**src/sv/apwc_pkg.sv**
```systemverilog
// Package for the anti-pinch window controller.
// Holds the transaction payload types, configuration struct, codes and reset values.
// No dependencies.
package apwc_pkg;

  // Input transaction kinds
  localparam logic KIND_MOTOR = 1'b0;
  localparam logic KIND_TICK  = 1'b1;

  // Commands carried by a motor transaction
  localparam logic [2:0] CMD_NONE        = 3'd0;
  localparam logic [2:0] CMD_OPEN_FULL   = 3'd1;
  localparam logic [2:0] CMD_CLOSE_FULL  = 3'd2;
  localparam logic [2:0] CMD_OPEN_NUDGE  = 3'd3;
  localparam logic [2:0] CMD_CLOSE_NUDGE = 3'd4;
  localparam logic [2:0] CMD_STOP        = 3'd5;

  // Window modes
  localparam logic [2:0] MODE_STOPPED    = 3'd0;
  localparam logic [2:0] MODE_OPENING    = 3'd1;
  localparam logic [2:0] MODE_CLOSING    = 3'd2;
  localparam logic [2:0] MODE_OPEN_DONE  = 3'd3;
  localparam logic [2:0] MODE_CLOSE_DONE = 3'd4;
  localparam logic [2:0] MODE_REVERSING  = 3'd5;

  // Step directions
  localparam logic [1:0] DIR_NONE  = 2'd0;
  localparam logic [1:0] DIR_OPEN  = 2'd1;
  localparam logic [1:0] DIR_CLOSE = 2'd2;

  // Voice cues
  localparam logic [1:0] CUE_NONE       = 2'd0;
  localparam logic [1:0] CUE_OPEN_DONE  = 2'd1;
  localparam logic [1:0] CUE_CLOSE_DONE = 2'd2;
  localparam logic [1:0] CUE_PINCH      = 2'd3;

  // Register indexes (byte address = 4 * index)
  localparam logic [2:0] REG_FULL_TRAVEL = 3'd0;
  localparam logic [2:0] REG_NUDGE       = 3'd1;
  localparam logic [2:0] REG_REVERSE     = 3'd2;
  localparam logic [2:0] REG_STEP        = 3'd3;
  localparam logic [2:0] REG_ALARM_HOLD  = 3'd4;
  localparam logic [2:0] REG_ALARM_BLINK = 3'd5;

  localparam int unsigned ADDR_W = 5;

  // Register reset values
  localparam logic [15:0] RST_FULL_TRAVEL = 16'd3600;
  localparam logic [15:0] RST_NUDGE       = 16'd90;
  localparam logic [15:0] RST_REVERSE     = 16'd360;
  localparam logic [15:0] RST_STEP        = 16'd9;
  localparam logic [15:0] RST_ALARM_HOLD  = 16'd1200;
  localparam logic [15:0] RST_ALARM_BLINK = 16'd200;

  typedef struct packed {
    logic       kind;
    logic [2:0] command;
    logic       pinch;
  } in_item_t;

  typedef struct packed {
    logic [2:0] window_state;
    logic [1:0] step_request;
    logic       motor_stop;
    logic       alarm_running;
    logic       alarm_output;
    logic [1:0] voice_cue;
    logic       state_changed;
  } out_item_t;

  typedef struct packed {
    logic [15:0] full_travel_deg;
    logic [15:0] nudge_deg;
    logic [15:0] reverse_deg;
    logic [15:0] step_deg;
    logic [15:0] alarm_hold_ms;
    logic [15:0] alarm_blink_ms;
  } cfg_t;

endpackage

```
**src/sv/anti_pinch_window_controller_unit.sv**
```systemverilog
// Top level of the anti-pinch window controller: input register, result register, handshakes.
// Depends on apwc_pkg, apwc_regs and apwc_ctrl.
//
// One result transaction per input transaction (motor step or millisecond tick). The block
// takes a new transaction every clock unless the input register holds one that cannot move on
// because the result register is stalled; an accepted transaction sits in the input register
// and passes the window/alarm next-state logic into the result register. The result register
// lets a new input be accepted while a finished result waits. The user must write configuration
// through the APB-style port only while no transaction is in flight; the block itself does not
// enforce this. Reads return the 16-bit register values zero-extended.
module anti_pinch_window_controller_unit import apwc_pkg::*; (
  input  logic              clk,
  input  logic              rst,
  input  logic              item_valid,
  output logic              item_ready,
  input  in_item_t          item,
  output logic              result_valid,
  input  logic              result_ready,
  output out_item_t         result,
  input  logic              psel,
  input  logic              penable,
  input  logic              pwrite,
  input  logic [ADDR_W-1:0] paddr,
  input  logic [31:0]       pwdata,
  output logic [31:0]       prdata,
  output logic              pready
);

  cfg_t      cfg;
  in_item_t  stage_item;
  logic      stage_valid;
  out_item_t ctrl_res;
  logic      fire;
  logic      item_accept;

  assign fire        = stage_valid & (~result_valid | result_ready);
  assign item_ready  = ~stage_valid | fire;
  assign item_accept = item_valid & item_ready;

  apwc_regs u_regs (
    .clk, .rst, .psel, .penable, .pwrite, .paddr, .pwdata, .prdata, .pready, .cfg
  );

  apwc_ctrl u_ctrl (
    .clk, .rst, .cfg, .fire, .item(stage_item), .res(ctrl_res)
  );

  // Input register
  always_ff @(posedge clk) begin
    if (rst) begin
      stage_valid <= 1'b0;
    end else begin
      stage_valid <= item_accept | (stage_valid & ~fire);
    end
    if (item_accept) stage_item <= item;
  end

  // Result register
  always_ff @(posedge clk) begin
    if (rst) begin
      result_valid <= 1'b0;
    end else begin
      result_valid <= fire | (result_valid & ~result_ready);
    end
    if (fire) result <= ctrl_res;
  end

endmodule

```
**src/sv/apwc_regs.sv**
```systemverilog
// Configuration register file behind the APB-style port.
// Depends on apwc_pkg for the register indexes, reset values and cfg_t.
module apwc_regs import apwc_pkg::*; (
  input  logic              clk,
  input  logic              rst,
  input  logic              psel,
  input  logic              penable,
  input  logic              pwrite,
  input  logic [ADDR_W-1:0] paddr,
  input  logic [31:0]       pwdata,
  output logic [31:0]       prdata,
  output logic              pready,
  output cfg_t              cfg
);

  logic [2:0] reg_idx;
  logic       wr_en;

  assign reg_idx = paddr[ADDR_W-1:2];
  assign wr_en   = psel & penable & pwrite;
  assign pready  = 1'b1;

  // Register writes
  always_ff @(posedge clk) begin
    if (rst) begin
      cfg.full_travel_deg <= RST_FULL_TRAVEL;
      cfg.nudge_deg       <= RST_NUDGE;
      cfg.reverse_deg     <= RST_REVERSE;
      cfg.step_deg        <= RST_STEP;
      cfg.alarm_hold_ms   <= RST_ALARM_HOLD;
      cfg.alarm_blink_ms  <= RST_ALARM_BLINK;
    end else if (wr_en) begin
      case (reg_idx)
        REG_FULL_TRAVEL: cfg.full_travel_deg <= pwdata[15:0];
        REG_NUDGE:       cfg.nudge_deg       <= pwdata[15:0];
        REG_REVERSE:     cfg.reverse_deg     <= pwdata[15:0];
        REG_STEP:        cfg.step_deg        <= pwdata[15:0];
        REG_ALARM_HOLD:  cfg.alarm_hold_ms   <= pwdata[15:0];
        REG_ALARM_BLINK: cfg.alarm_blink_ms  <= pwdata[15:0];
        default: ;
      endcase
    end
  end

  // Read mux
  always_comb begin
    case (reg_idx)
      REG_FULL_TRAVEL: prdata = {16'd0, cfg.full_travel_deg};
      REG_NUDGE:       prdata = {16'd0, cfg.nudge_deg};
      REG_REVERSE:     prdata = {16'd0, cfg.reverse_deg};
      REG_STEP:        prdata = {16'd0, cfg.step_deg};
      REG_ALARM_HOLD:  prdata = {16'd0, cfg.alarm_hold_ms};
      REG_ALARM_BLINK: prdata = {16'd0, cfg.alarm_blink_ms};
      default:         prdata = 32'd0;
    endcase
  end

endmodule

```
**src/sv/apwc_ctrl.sv**
```systemverilog
// Window and alarm state with the single-pass next-state logic for one transaction.
// Depends on apwc_pkg for codes, in_item_t, out_item_t and cfg_t.
module apwc_ctrl import apwc_pkg::*; (
  input  logic      clk,
  input  logic      rst,
  input  cfg_t      cfg,
  input  logic      fire,
  input  in_item_t  item,
  output out_item_t res
);

  logic [2:0]  window_mode, window_mode_next;
  logic [15:0] travel_left, travel_left_next;
  logic        nudge_mode, nudge_mode_next;
  logic [15:0] reverse_left, reverse_left_next;
  logic        alarm_on, alarm_on_next;
  logic        alarm_level, alarm_level_next;
  logic [15:0] hold_count, hold_count_next;
  logic [15:0] blink_count, blink_count_next;

  logic [1:0]  step_q;
  logic        stop_q;
  logic [1:0]  cue_q;
  logic        chg_q;
  logic [2:0]  cmd_mode;
  logic        cmd_nudge;
  logic [1:0]  mv_dir;
  logic [2:0]  mv_done;
  logic [1:0]  mv_cue;
  logic [15:0] blink_inc;

  always_comb begin
    window_mode_next  = window_mode;
    travel_left_next  = travel_left;
    nudge_mode_next   = nudge_mode;
    reverse_left_next = reverse_left;
    alarm_on_next     = alarm_on;
    alarm_level_next  = alarm_level;
    hold_count_next   = hold_count;
    blink_count_next  = blink_count;
    step_q            = DIR_NONE;
    stop_q            = 1'b0;
    cue_q             = CUE_NONE;
    chg_q             = 1'b0;
    cmd_mode          = MODE_OPENING;
    cmd_nudge         = 1'b0;
    mv_dir            = DIR_OPEN;
    mv_done           = MODE_OPEN_DONE;
    mv_cue            = CUE_OPEN_DONE;
    blink_inc         = (blink_count == 16'hFFFF) ? blink_count : blink_count + 16'd1;

    if (item.kind == KIND_MOTOR) begin
      // Command first
      case (item.command)
        CMD_OPEN_FULL, CMD_CLOSE_FULL, CMD_OPEN_NUDGE, CMD_CLOSE_NUDGE: begin
          cmd_mode  = (item.command == CMD_CLOSE_FULL || item.command == CMD_CLOSE_NUDGE)
                      ? MODE_CLOSING : MODE_OPENING;
          cmd_nudge = (item.command == CMD_OPEN_NUDGE || item.command == CMD_CLOSE_NUDGE);
          travel_left_next  = cmd_nudge ? cfg.nudge_deg : cfg.full_travel_deg;
          nudge_mode_next   = cmd_nudge;
          reverse_left_next = 16'd0;
          if (window_mode_next != cmd_mode) chg_q = 1'b1;
          window_mode_next  = cmd_mode;
        end
        CMD_STOP: begin
          stop_q            = 1'b1;
          nudge_mode_next   = 1'b0;
          travel_left_next  = 16'd0;
          reverse_left_next = 16'd0;
          if (window_mode_next != MODE_STOPPED) chg_q = 1'b1;
          window_mode_next  = MODE_STOPPED;
        end
        default: ;
      endcase

      // Pinch check, then stepping for the current mode
      if (window_mode_next == MODE_CLOSING && item.pinch) begin
        travel_left_next  = 16'd0;
        nudge_mode_next   = 1'b0;
        reverse_left_next = cfg.reverse_deg;
        chg_q             = 1'b1;
        window_mode_next  = MODE_REVERSING;
        alarm_on_next     = 1'b1;
        hold_count_next   = cfg.alarm_hold_ms;
        blink_count_next  = 16'd0;
        alarm_level_next  = 1'b1;
        cue_q             = CUE_PINCH;
      end else if (window_mode_next == MODE_OPENING || window_mode_next == MODE_CLOSING) begin
        if (window_mode_next == MODE_CLOSING) begin
          mv_dir  = DIR_CLOSE;
          mv_done = MODE_CLOSE_DONE;
          mv_cue  = CUE_CLOSE_DONE;
        end
        step_q = mv_dir;
        if (travel_left_next <= cfg.step_deg) begin
          stop_q           = 1'b1;
          travel_left_next = 16'd0;
          chg_q            = 1'b1;
          if (nudge_mode_next) begin
            nudge_mode_next  = 1'b0;
            window_mode_next = MODE_STOPPED;
          end else begin
            reverse_left_next = 16'd0;
            window_mode_next  = mv_done;
            alarm_on_next     = 1'b1;
            hold_count_next   = cfg.alarm_hold_ms;
            blink_count_next  = 16'd0;
            alarm_level_next  = 1'b1;
            cue_q             = mv_cue;
          end
        end else begin
          travel_left_next = travel_left_next - cfg.step_deg;
        end
      end else if (window_mode_next == MODE_REVERSING) begin
        if (reverse_left_next == 16'd0) begin
          // Reverse used up: window counts as fully open
          stop_q           = 1'b1;
          nudge_mode_next  = 1'b0;
          travel_left_next = 16'd0;
          chg_q            = 1'b1;
          window_mode_next = MODE_OPEN_DONE;
          alarm_on_next    = 1'b1;
          hold_count_next  = cfg.alarm_hold_ms;
          blink_count_next = 16'd0;
          alarm_level_next = 1'b1;
          cue_q            = CUE_OPEN_DONE;
        end else begin
          step_q = DIR_OPEN;
          reverse_left_next = (reverse_left_next <= cfg.step_deg) ? 16'd0
                              : reverse_left_next - cfg.step_deg;
        end
      end
    end else if (alarm_on) begin
      // Millisecond tick: hold and blink timers
      if (hold_count <= 16'd1) begin
        hold_count_next  = 16'd0;
        alarm_on_next    = 1'b0;
        alarm_level_next = 1'b0;
        blink_count_next = 16'd0;
        chg_q            = 1'b1;
      end else begin
        hold_count_next = hold_count - 16'd1;
        if (blink_inc >= cfg.alarm_blink_ms) begin
          alarm_level_next = ~alarm_level;
          blink_count_next = 16'd0;
        end else begin
          blink_count_next = blink_inc;
        end
      end
    end
  end

  assign res.window_state  = window_mode_next;
  assign res.step_request  = step_q;
  assign res.motor_stop    = stop_q;
  assign res.alarm_running = alarm_on_next;
  assign res.alarm_output  = alarm_level_next;
  assign res.voice_cue     = cue_q;
  assign res.state_changed = chg_q;

  // State update on each processed transaction
  always_ff @(posedge clk) begin
    if (rst) begin
      window_mode  <= MODE_STOPPED;
      travel_left  <= 16'd0;
      nudge_mode   <= 1'b0;
      reverse_left <= 16'd0;
      alarm_on     <= 1'b0;
      alarm_level  <= 1'b0;
      hold_count   <= 16'd0;
      blink_count  <= 16'd0;
    end else if (fire) begin
      window_mode  <= window_mode_next;
      travel_left  <= travel_left_next;
      nudge_mode   <= nudge_mode_next;
      reverse_left <= reverse_left_next;
      alarm_on     <= alarm_on_next;
      alarm_level  <= alarm_level_next;
      hold_count   <= hold_count_next;
      blink_count  <= blink_count_next;
    end
  end

endmodule

```
**config.mk**
```make
export PLATFORM = sky130hd
export DESIGN_NAME = anti_pinch_window_controller_unit
export DESIGN_NICKNAME = d
export VERILOG_FILES = /design/src/sv/apwc_pkg.sv /design/src/sv/anti_pinch_window_controller_unit.sv /design/src/sv/apwc_regs.sv /design/src/sv/apwc_ctrl.sv
export SDC_FILE = /design/constraint.sdc
export NUM_CORES = 1
export LEC_CHECK = 0
export BUFFER_PORTS_ARGS = -buffer_cell sky130_fd_sc_hd__buf_2
export CAP_MARGIN = 40
export CORE_UTILIZATION = 55
export CTS_BUF_LIST = sky130_fd_sc_hd__clkbuf_4
export DETAILED_ROUTE_END_ITERATION = 12
export HOLD_SLACK_MARGIN = 0.03
export PLACE_DENSITY_LB_ADDON = 0.1
export SLEW_MARGIN = 20
export SYNTH_ARGS = -nofsm -noshare
export SYNTH_HDL_FRONTEND = slang
export SYNTH_HIERARCHICAL = 1
export SYNTH_SLANG_ARGS = --single-unit
export TNS_END_PERCENT = 100
```
**constraint.sdc**
```tcl
create_clock -name clk -period 7.4 [get_ports clk]
set_input_delay 0.37 -clock clk [delete_from_list [all_inputs] [get_ports clk]]
set_output_delay 0.37 -clock clk [all_outputs]
set_load 0.01 [all_outputs]
```
=== After elaboration in Yosys (flattened, before gate mapping) ===
Index checks and enable logic that the tools add are counted.

* Flip-flop bits (word level): 184
* Input port bits: 49
* Output and inout bits: 46

* Add/sub/neg operators: 4
* $lt $le $gt $ge: 4
* Eq/ne operators: 18
* Multiplexer cells: 102
* Bitwise operators: 16
* Reduce and logical (&&, ||, !) cells: 20

{| class="wikitable"
|+ Operators with widths
! cell !! count
|-
| 16-bit 2-to-1 mux || 36
|-
| 16-bit case mux with 6 select lines || 1
|-
| 1-bit 2-to-1 mux || 43
|-
| 16-bit <= comparator || 2
|-
| 16-bit case mux with 2 select lines || 1
|-
| 16-bit subtractor || 2
|-
| 3-bit 2-to-1 mux || 9
|-
| 2-bit 2-to-1 mux || 9
|-
| 16-bit by 1-bit adder with 16-bit output (second input constant) || 1
|-
| 16-bit == test (second input constant) || 1
|-
| 16-bit greater-or-equal comparator || 1
|-
| 16-bit by 1-bit <= comparator with 1-bit output (second input constant) || 1
|-
| 16-bit zero test || 1
|-
| 16-bit by 1-bit subtractor with 16-bit output (second input constant) || 1
|-
| 3-bit by 2-bit == test with 1-bit output (second input constant) || 5
|-
| 3-bit == test (second input constant) || 5
|-
| 2-bit AND reduction || 7
|-
| 3-bit by 1-bit == test with 1-bit output (second input constant) || 3
|-
| 4-bit nonzero test || 2
|-
| 1-bit bitwise AND || 6
|-
| 1-bit NOT || 6
|-
| 3-bit case mux with 2 select lines || 1
|-
| 6-bit AND reduction || 1
|-
| 5-bit OR reduction || 1
|-
| 12 further kinds || 18
|}

=== Longest topological paths before layout ===
* Depth after elaboration: 12
* Mapped depth: 17
* Mapped depth without buffers: 14

=== Cells and area by module ===
Netlist, hierarchy kept.

{| class="wikitable"
|+ Modules (own cells, without submodules)
! module !! times used !! cells each !! area each (µm²) !! sequential area each (µm²)
|-
| apwc_ctrl || 1 || 939 || 6925.4 || 1401.3
|-
| apwc_regs || 1 || 535 || 4727.0 || 1921.8
|-
| anti_pinch_window_controller_unit || 1 || 26 || 584.3 || 520.5
|}

=== Worst setup path after synthesis ===
OpenSTA, ideal clock, no wires.

* Path type: register -> register
* Start: register stage_item[3] (netlist bit)
* End: register result[4] (netlist bit) (data pin)
* Setup time: 251 ps
* Data arrival time: 3640 ps
* Setup slack: 3509 ps
* Stages on the path, launching flop included: 16
* Buffers on the path: 4
* Cell sequence: edfxtp_1 > clkbuf_1 > nor2b_1 > a22o_1 > clkbuf_1 > a222oi_1 > ha_1 > fa_1 > nor2b_1 > o31a_1 > o211ai_1 > a21o_1 > a21oi_1 > clkbuf_1 > o21ai_0 > buf_4

* Word-level cells in the longest chain between the ends: 10
* Elaborated cells between the ends (all ways): 33

{| class="wikitable"
|+ Ends and longest elaborated chain
! item !! line !! source
|-
| start: declaration || anti_pinch_window_controller_unit.sv:30 || <nowiki>in_item_t stage_item;</nowiki>
|-
| start signal: assignment || anti_pinch_window_controller_unit.sv:55 || <nowiki>if (item_accept) stage_item <= item;</nowiki>
|-
| 3-bit by 2-bit == test with 1-bit output (tied with other cells) || apwc_ctrl.sv:54, apwc_ctrl.sv:58 ||
|-
| 1-bit logical OR (tied with other cells) || apwc_ctrl.sv:58 || <nowiki>cmd_nudge = (item.command == CMD_OPEN_NUDGE || item.command == CMD_CLOSE_NUDGE);</nowiki>
|-
| 16-bit 2-to-1 mux (tied with other cells) || apwc_ctrl.sv:59 || <nowiki>travel_left_next = cmd_nudge ? cfg.nudge_deg : cfg.full_travel_deg;</nowiki>
|-
| 16-bit case mux with 2 select lines (tied with other cells) || apwc_ctrl.sv:54 || <nowiki>case (item.command)</nowiki>
|-
| 16-bit 2-to-1 mux (tied with other cells) || apwc_ctrl.sv:52 || <nowiki>if (item.kind == KIND_MOTOR) begin</nowiki>
|-
| 16-bit <= comparator (tied with other cells) || apwc_ctrl.sv:95 || <nowiki>if (travel_left_next <= cfg.step_deg) begin</nowiki>
|-
| 1-bit 2-to-1 mux (tied with other cells) || apwc_ctrl.sv:95 ||
|-
| 1-bit 2-to-1 mux || apwc_ctrl.sv:88 || <nowiki>end else if (window_mode_next == MODE_OPENING || window_mode_next == MODE_CLOSING) begin</nowiki>
|-
| 1-bit 2-to-1 mux * || apwc_ctrl.sv:77 || <nowiki>if (window_mode_next == MODE_CLOSING && item.pinch) begin</nowiki>
|-
| 1-bit 2-to-1 mux * || apwc_ctrl.sv:52 ||
|-
| named net u_ctrl.alarm_on_next || apwc_ctrl.sv:16 || <nowiki>logic alarm_on, alarm_on_next;</nowiki>
|-
| end signal: assignment || anti_pinch_window_controller_unit.sv:65 || <nowiki>if (fire) result <= ctrl_res;</nowiki>
|-
| end: declaration || anti_pinch_window_controller_unit.sv:19 || <nowiki>output out_item_t result,</nowiki>
|}

Mark *: on every way through the listed nets, which the timed path passes. The rest lies on a longest branch. The select of a mux whose other input is x is not followed.
A chain may end at the register's enable or synchronous reset.

=== Worst setup path in the final report ===
* Start: register stage_item[2] (netlist bit)
* End: register u_ctrl.blink_count[13]

* Word-level cells in the longest chain between the ends: 10
* Elaborated cells between the ends (all ways): 34

{| class="wikitable"
|+ Ends and longest elaborated chain
! item !! line !! source
|-
| branches (longest 10 deep; another with 16-bit <= comparator) || - ||
|-
| end signal: assignment || apwc_ctrl.sv:180 || <nowiki>blink_count <= blink_count_next;</nowiki>
|-
| end: declaration || apwc_ctrl.sv:19 || <nowiki>logic [15:0] blink_count, blink_count_next;</nowiki>
|}

Several ways; the timed one is not identified. The select of a mux whose other input is x is not followed.

==> impl_metrics.yaml <==
clocking:
  htreeDepth: 4
  cts.sinks: 184
  clk_pin_slew_worst_paths_ps: 180
  tritoncts: "yes"
  clockBufferDepth: 2
  cts_root_buffer: "clkbuf_4"
  cts-buffers-inserted: 17
  clock_latency_ps: 640
floorplan:
  start_util_pct: 56.1
  die_area_sq_mm: 0.0228
  die_y_um: 151
  rows: 54
  num_io_pins: 95
  coreArea_sq_mm: 0.0218
  die_x_um: 151
pwr:
  ir_drop_uv: 96.1
  p_leak_nw: 5.08
  power_density_mw_per_mm2: 167
  total_power_w: 0.00220
worst_setup_path:
  worst-path-buf-inv: 2
  crit_slowest_cell: "nor2_1"
  cp_max_fo: 31
  reg2reg_setup_slack_ps: 2050
  path_cells: "and2_1 -> or2_2 -> a222oi_1 -> inv_1 -> ha_1 -> a211oi_1 -> o21bai_1 -> a2111oi_0 -> a21o_1 -> a21oi_2 -> buf_4 -> nor2_1 -> a221oi_1"
  cpPeakStageDelay_ps: 670
  critPathKind: "reg2reg"
  timing.rr.end: "u_ctrl/blink_count[13]$_SDFFE_PP0P_"
  timing.rr.start: "stage_item[2]$_DFFE_PP_"
  crit_path_start_kind: "register"
  worstSetupStartpoint: "stage_item[2]$_DFFE_PP_"
  critical_path_depth: 13
  r2r_cells: 13
  path_delay_family: "compound AO/OA/AOI/OAI gates"
  endpoint_kind: "register"
  cp.arrival_ps: 5840
  cp-endpoint: "u_ctrl/blink_count[13]$_SDFFE_PP0P_"
  crit_required_ps: 7890
sta:
  setup_ws_ps: 2050
  setup_viol: 0
  timing.fmax_mhz: 187
  max-slew-margin-rel_pct: 31.7
  grt_setup_unrepaired: "false"
  setup-tns-final_ps: 0
  holdWs_ps: 54.0
  min_period_over_period_pct: 72.3
  drv_slew: 0
  fin_crit_ps: 5350
  clock-skew-final_ps: 30.4
  hold_viol_final: 0
  tightest_slew_ps: 1020
layout:
  final_nets: 1623
  area_growth_pct: 7.50
  final_layout_size_suffix_gt1_share_pct: 11.4
  multi_input_area_sq_mm: 0.00757
  register_area_sq_mm: 0.00384
  fillers: 1990
drt:
  vias_per_cell: 6.54
  drtAntennaViolNets: 0
  wl_per_cell_um: 21.0
  route.vias.total: 11900
  wl_um: 38000
  drc: 0
  drt_first_iter_violations: 1292
  firstDrtPassIters: 6
placed_design:
  place_ws_ps: 2180
  hpwl_um: 27400
  portBuffers: 59
  place.gp.congestion: 0.914
global_routing:
  grt_max_degree: 64
  grt_pass1_vias: 10600
  grt_pass1_wl_um: 58400
  antenna_found_initial: 1
  overflow: 0
  grtUsageTotal_pct: 33.6
logic_synthesis:
  synth_area_sq_mm: 0.0122
  async_reset_ff_share_pct: 0
  postSynthAreaPerCell_sq_um: 8.16
  synthCells: 1500
  ys_seq_elements: 184
  yosysSeqAreaShare_pct: 31.4
  synth_edf_count: 16
  synthFlopType: "dfxtp_1"
  yosysWarnings: 6
  synth.distinct_cells: 93
status:
  status: "finished clean"
worst_hold_path:
  hp-class: "in2reg"
flow_run:
  drv_cap: 0
-- sequential cells by signal, indices dropped and copies added (netlist names) --
register             cells
u_ctrl/reverse_left     16
u_ctrl/hold_count       16
result                  11
u_regs/cfg              96
u_ctrl/blink_count      16
u_ctrl/window_mode       3
u_ctrl/nudge_mode        1
u_ctrl/alarm_on          1
stage_valid              1
stage_item               5
u_ctrl/travel_left      16
u_ctrl/alarm_level       1
result_valid             1
-- cells in the final DEF, fill, tap and decap left out, drive strengths merged, types with 10 or more instances in the layout --
cell type / instances
a211oi: 20
a21o: 14
a21oi: 136
a221oi: 21
a222oi: 12
a22oi: 28
and2: 19
and3: 12
buf: 84
clkbuf: 18
conb: 17
dfxtp: 168
dlygate4sd3: 21
edfxtp: 16
ha: 52
inv: 80
mux2: 27
mux2i: 59
nand2: 74
nand2b: 54
nand3: 84
nand4: 23
nor2: 106
nor2b: 10
nor3: 46
nor4: 10
o21ai: 110
o31ai: 13
o32ai: 14
or3: 15
xnor2: 27
xor2: 10
-- worst min path at each step --
stage                                             from                            endpoint  slack [ps]  cells after the start
CTS                                          pwdata[3]         u_regs/cfg[19]$_SDFFE_PP0P_          30                      3
global placement    u_ctrl/travel_left[5]$_SDFFE_PP0P_  u_ctrl/travel_left[5]$_SDFFE_PP0P_         440                      2
floorplan           u_ctrl/travel_left[5]$_SDFFE_PP0P_  u_ctrl/travel_left[5]$_SDFFE_PP0P_         430                      2
detailed placement  u_ctrl/travel_left[5]$_SDFFE_PP0P_  u_ctrl/travel_left[5]$_SDFFE_PP0P_         450                      2
global route                                 pwdata[3]         u_regs/cfg[83]$_SDFFE_PP0P_          30                      3
finish                                       pwdata[3]         u_regs/cfg[83]$_SDFFE_PP0P_          50                      3
-- cells in the mapped netlist, types with 6 or more instances --
cell type    n  area, sq um
a211oi_1    18          135
a21boi_0     6         45.0
a21o_1      14          105
a21oi_1    135          676
a221oi_1    20          175
a222oi_1    12          120
a22oi_1     28          210
a31oi_1      8         50.1
and2_1      17          106
and3_1      12         75.1
and4_1       7         61.3
buf_2       20          100
buf_4       23          173
clkbuf_1    70          263
dfxtp_1    168         3360
edfxtp_1    16          480
ha_1        52          651
inv_1       72          270
mux2_2      27          304
mux2i_1     59          591
nand2_1     73          274
nand2b_1    54          338
nand3_1     82          410
nand3b_1     6         45.0
nand4_1     22          138
nor2_1     104          390
nor2b_1     10         62.6
nor3_1      44          220
nor4_1       9         56.3
o211ai_1     7         52.6
o21a_1       8         60.1
o21ai_0    107          536
o2bb2ai_1    6         52.6
o31ai_1     13         97.6
o32ai_1     14          123
or3_1       14         87.6
xnor2_1     27          236
xor2_1      10         87.6
-- what timing repair did --
action                     in CTS  in global routing
hold buffers                   21                  0
setup buffers                   0                  0
hold endpoints to repair       40                  0
resized for setup               0                  0
setup endpoints to repair       0                  0
-- per-layer routing --
layer	track usage [%]	vias to the layer above	wire length, um
met1	48.0	5661	16900
met3	5.24	64	3400
met2	51.7	585	16900
met4	9.95	0	806
met5	0	-	0
li1	-	5560	-
-- worst reg2reg max path: stages, from the launching register on --
cell and delay [ps]:
edfxtp_1 600, and2_1 270, or2_2 560, a222oi_1 510, inv_1 90, ha_1 360, a211oi_1 270, o21bai_1 120
a2111oi_0 520, a21o_1 640, a21oi_2 100, buf_4 250, nor2_1 680, a221oi_1 230
-- cell families after synthesis --
kind of cell / after synthesis / share of synthesized area, %
AO/OA/AOI/OAI: 462 / 24.8
XOR/XNOR: 37 / 2.65
adder cells (fa/ha/maj): 54 / 5.64
buffers and inverters: 192 / 7.27
flip-flops: 184 / 31.4
multiplexers: 86 / 7.31
other: 2 / 0.0614
AND/OR/NAND/NOR: 483 / 20.9
-- report_power, final --
group,internal (W),switching [W]
Combinational,0.000184,0.000330
Sequential,0.00103,0.0000213
Clock,0.000197,0.000437
-- cell type report --
cell class / count / share of cell area, %
timing repair buffer: 106 / 6.00
clock buffer: 17 / 0.970
sequential: 184 / 29.2
multi-input combinational: 1139 / 57.5
inverter: 72 / 2.05
tap: 280 / 2.66
clock inverter: 15 / 1.54
antenna: 1 / 0.0190
-- through the flow --
step | util (%) | instances | area, sq um
finish | 60.3 | 1814 | 13200
global route | 60.3 | 1814 | 13200
CTS | 60.2 | 1810 | 13100
detailed placement | 57.7 | 1757 | 12600
global placement | 57.1 | 1751 | 12500
floorplan | - | 1515 | 12300
(Power assumes the default switching activity.)
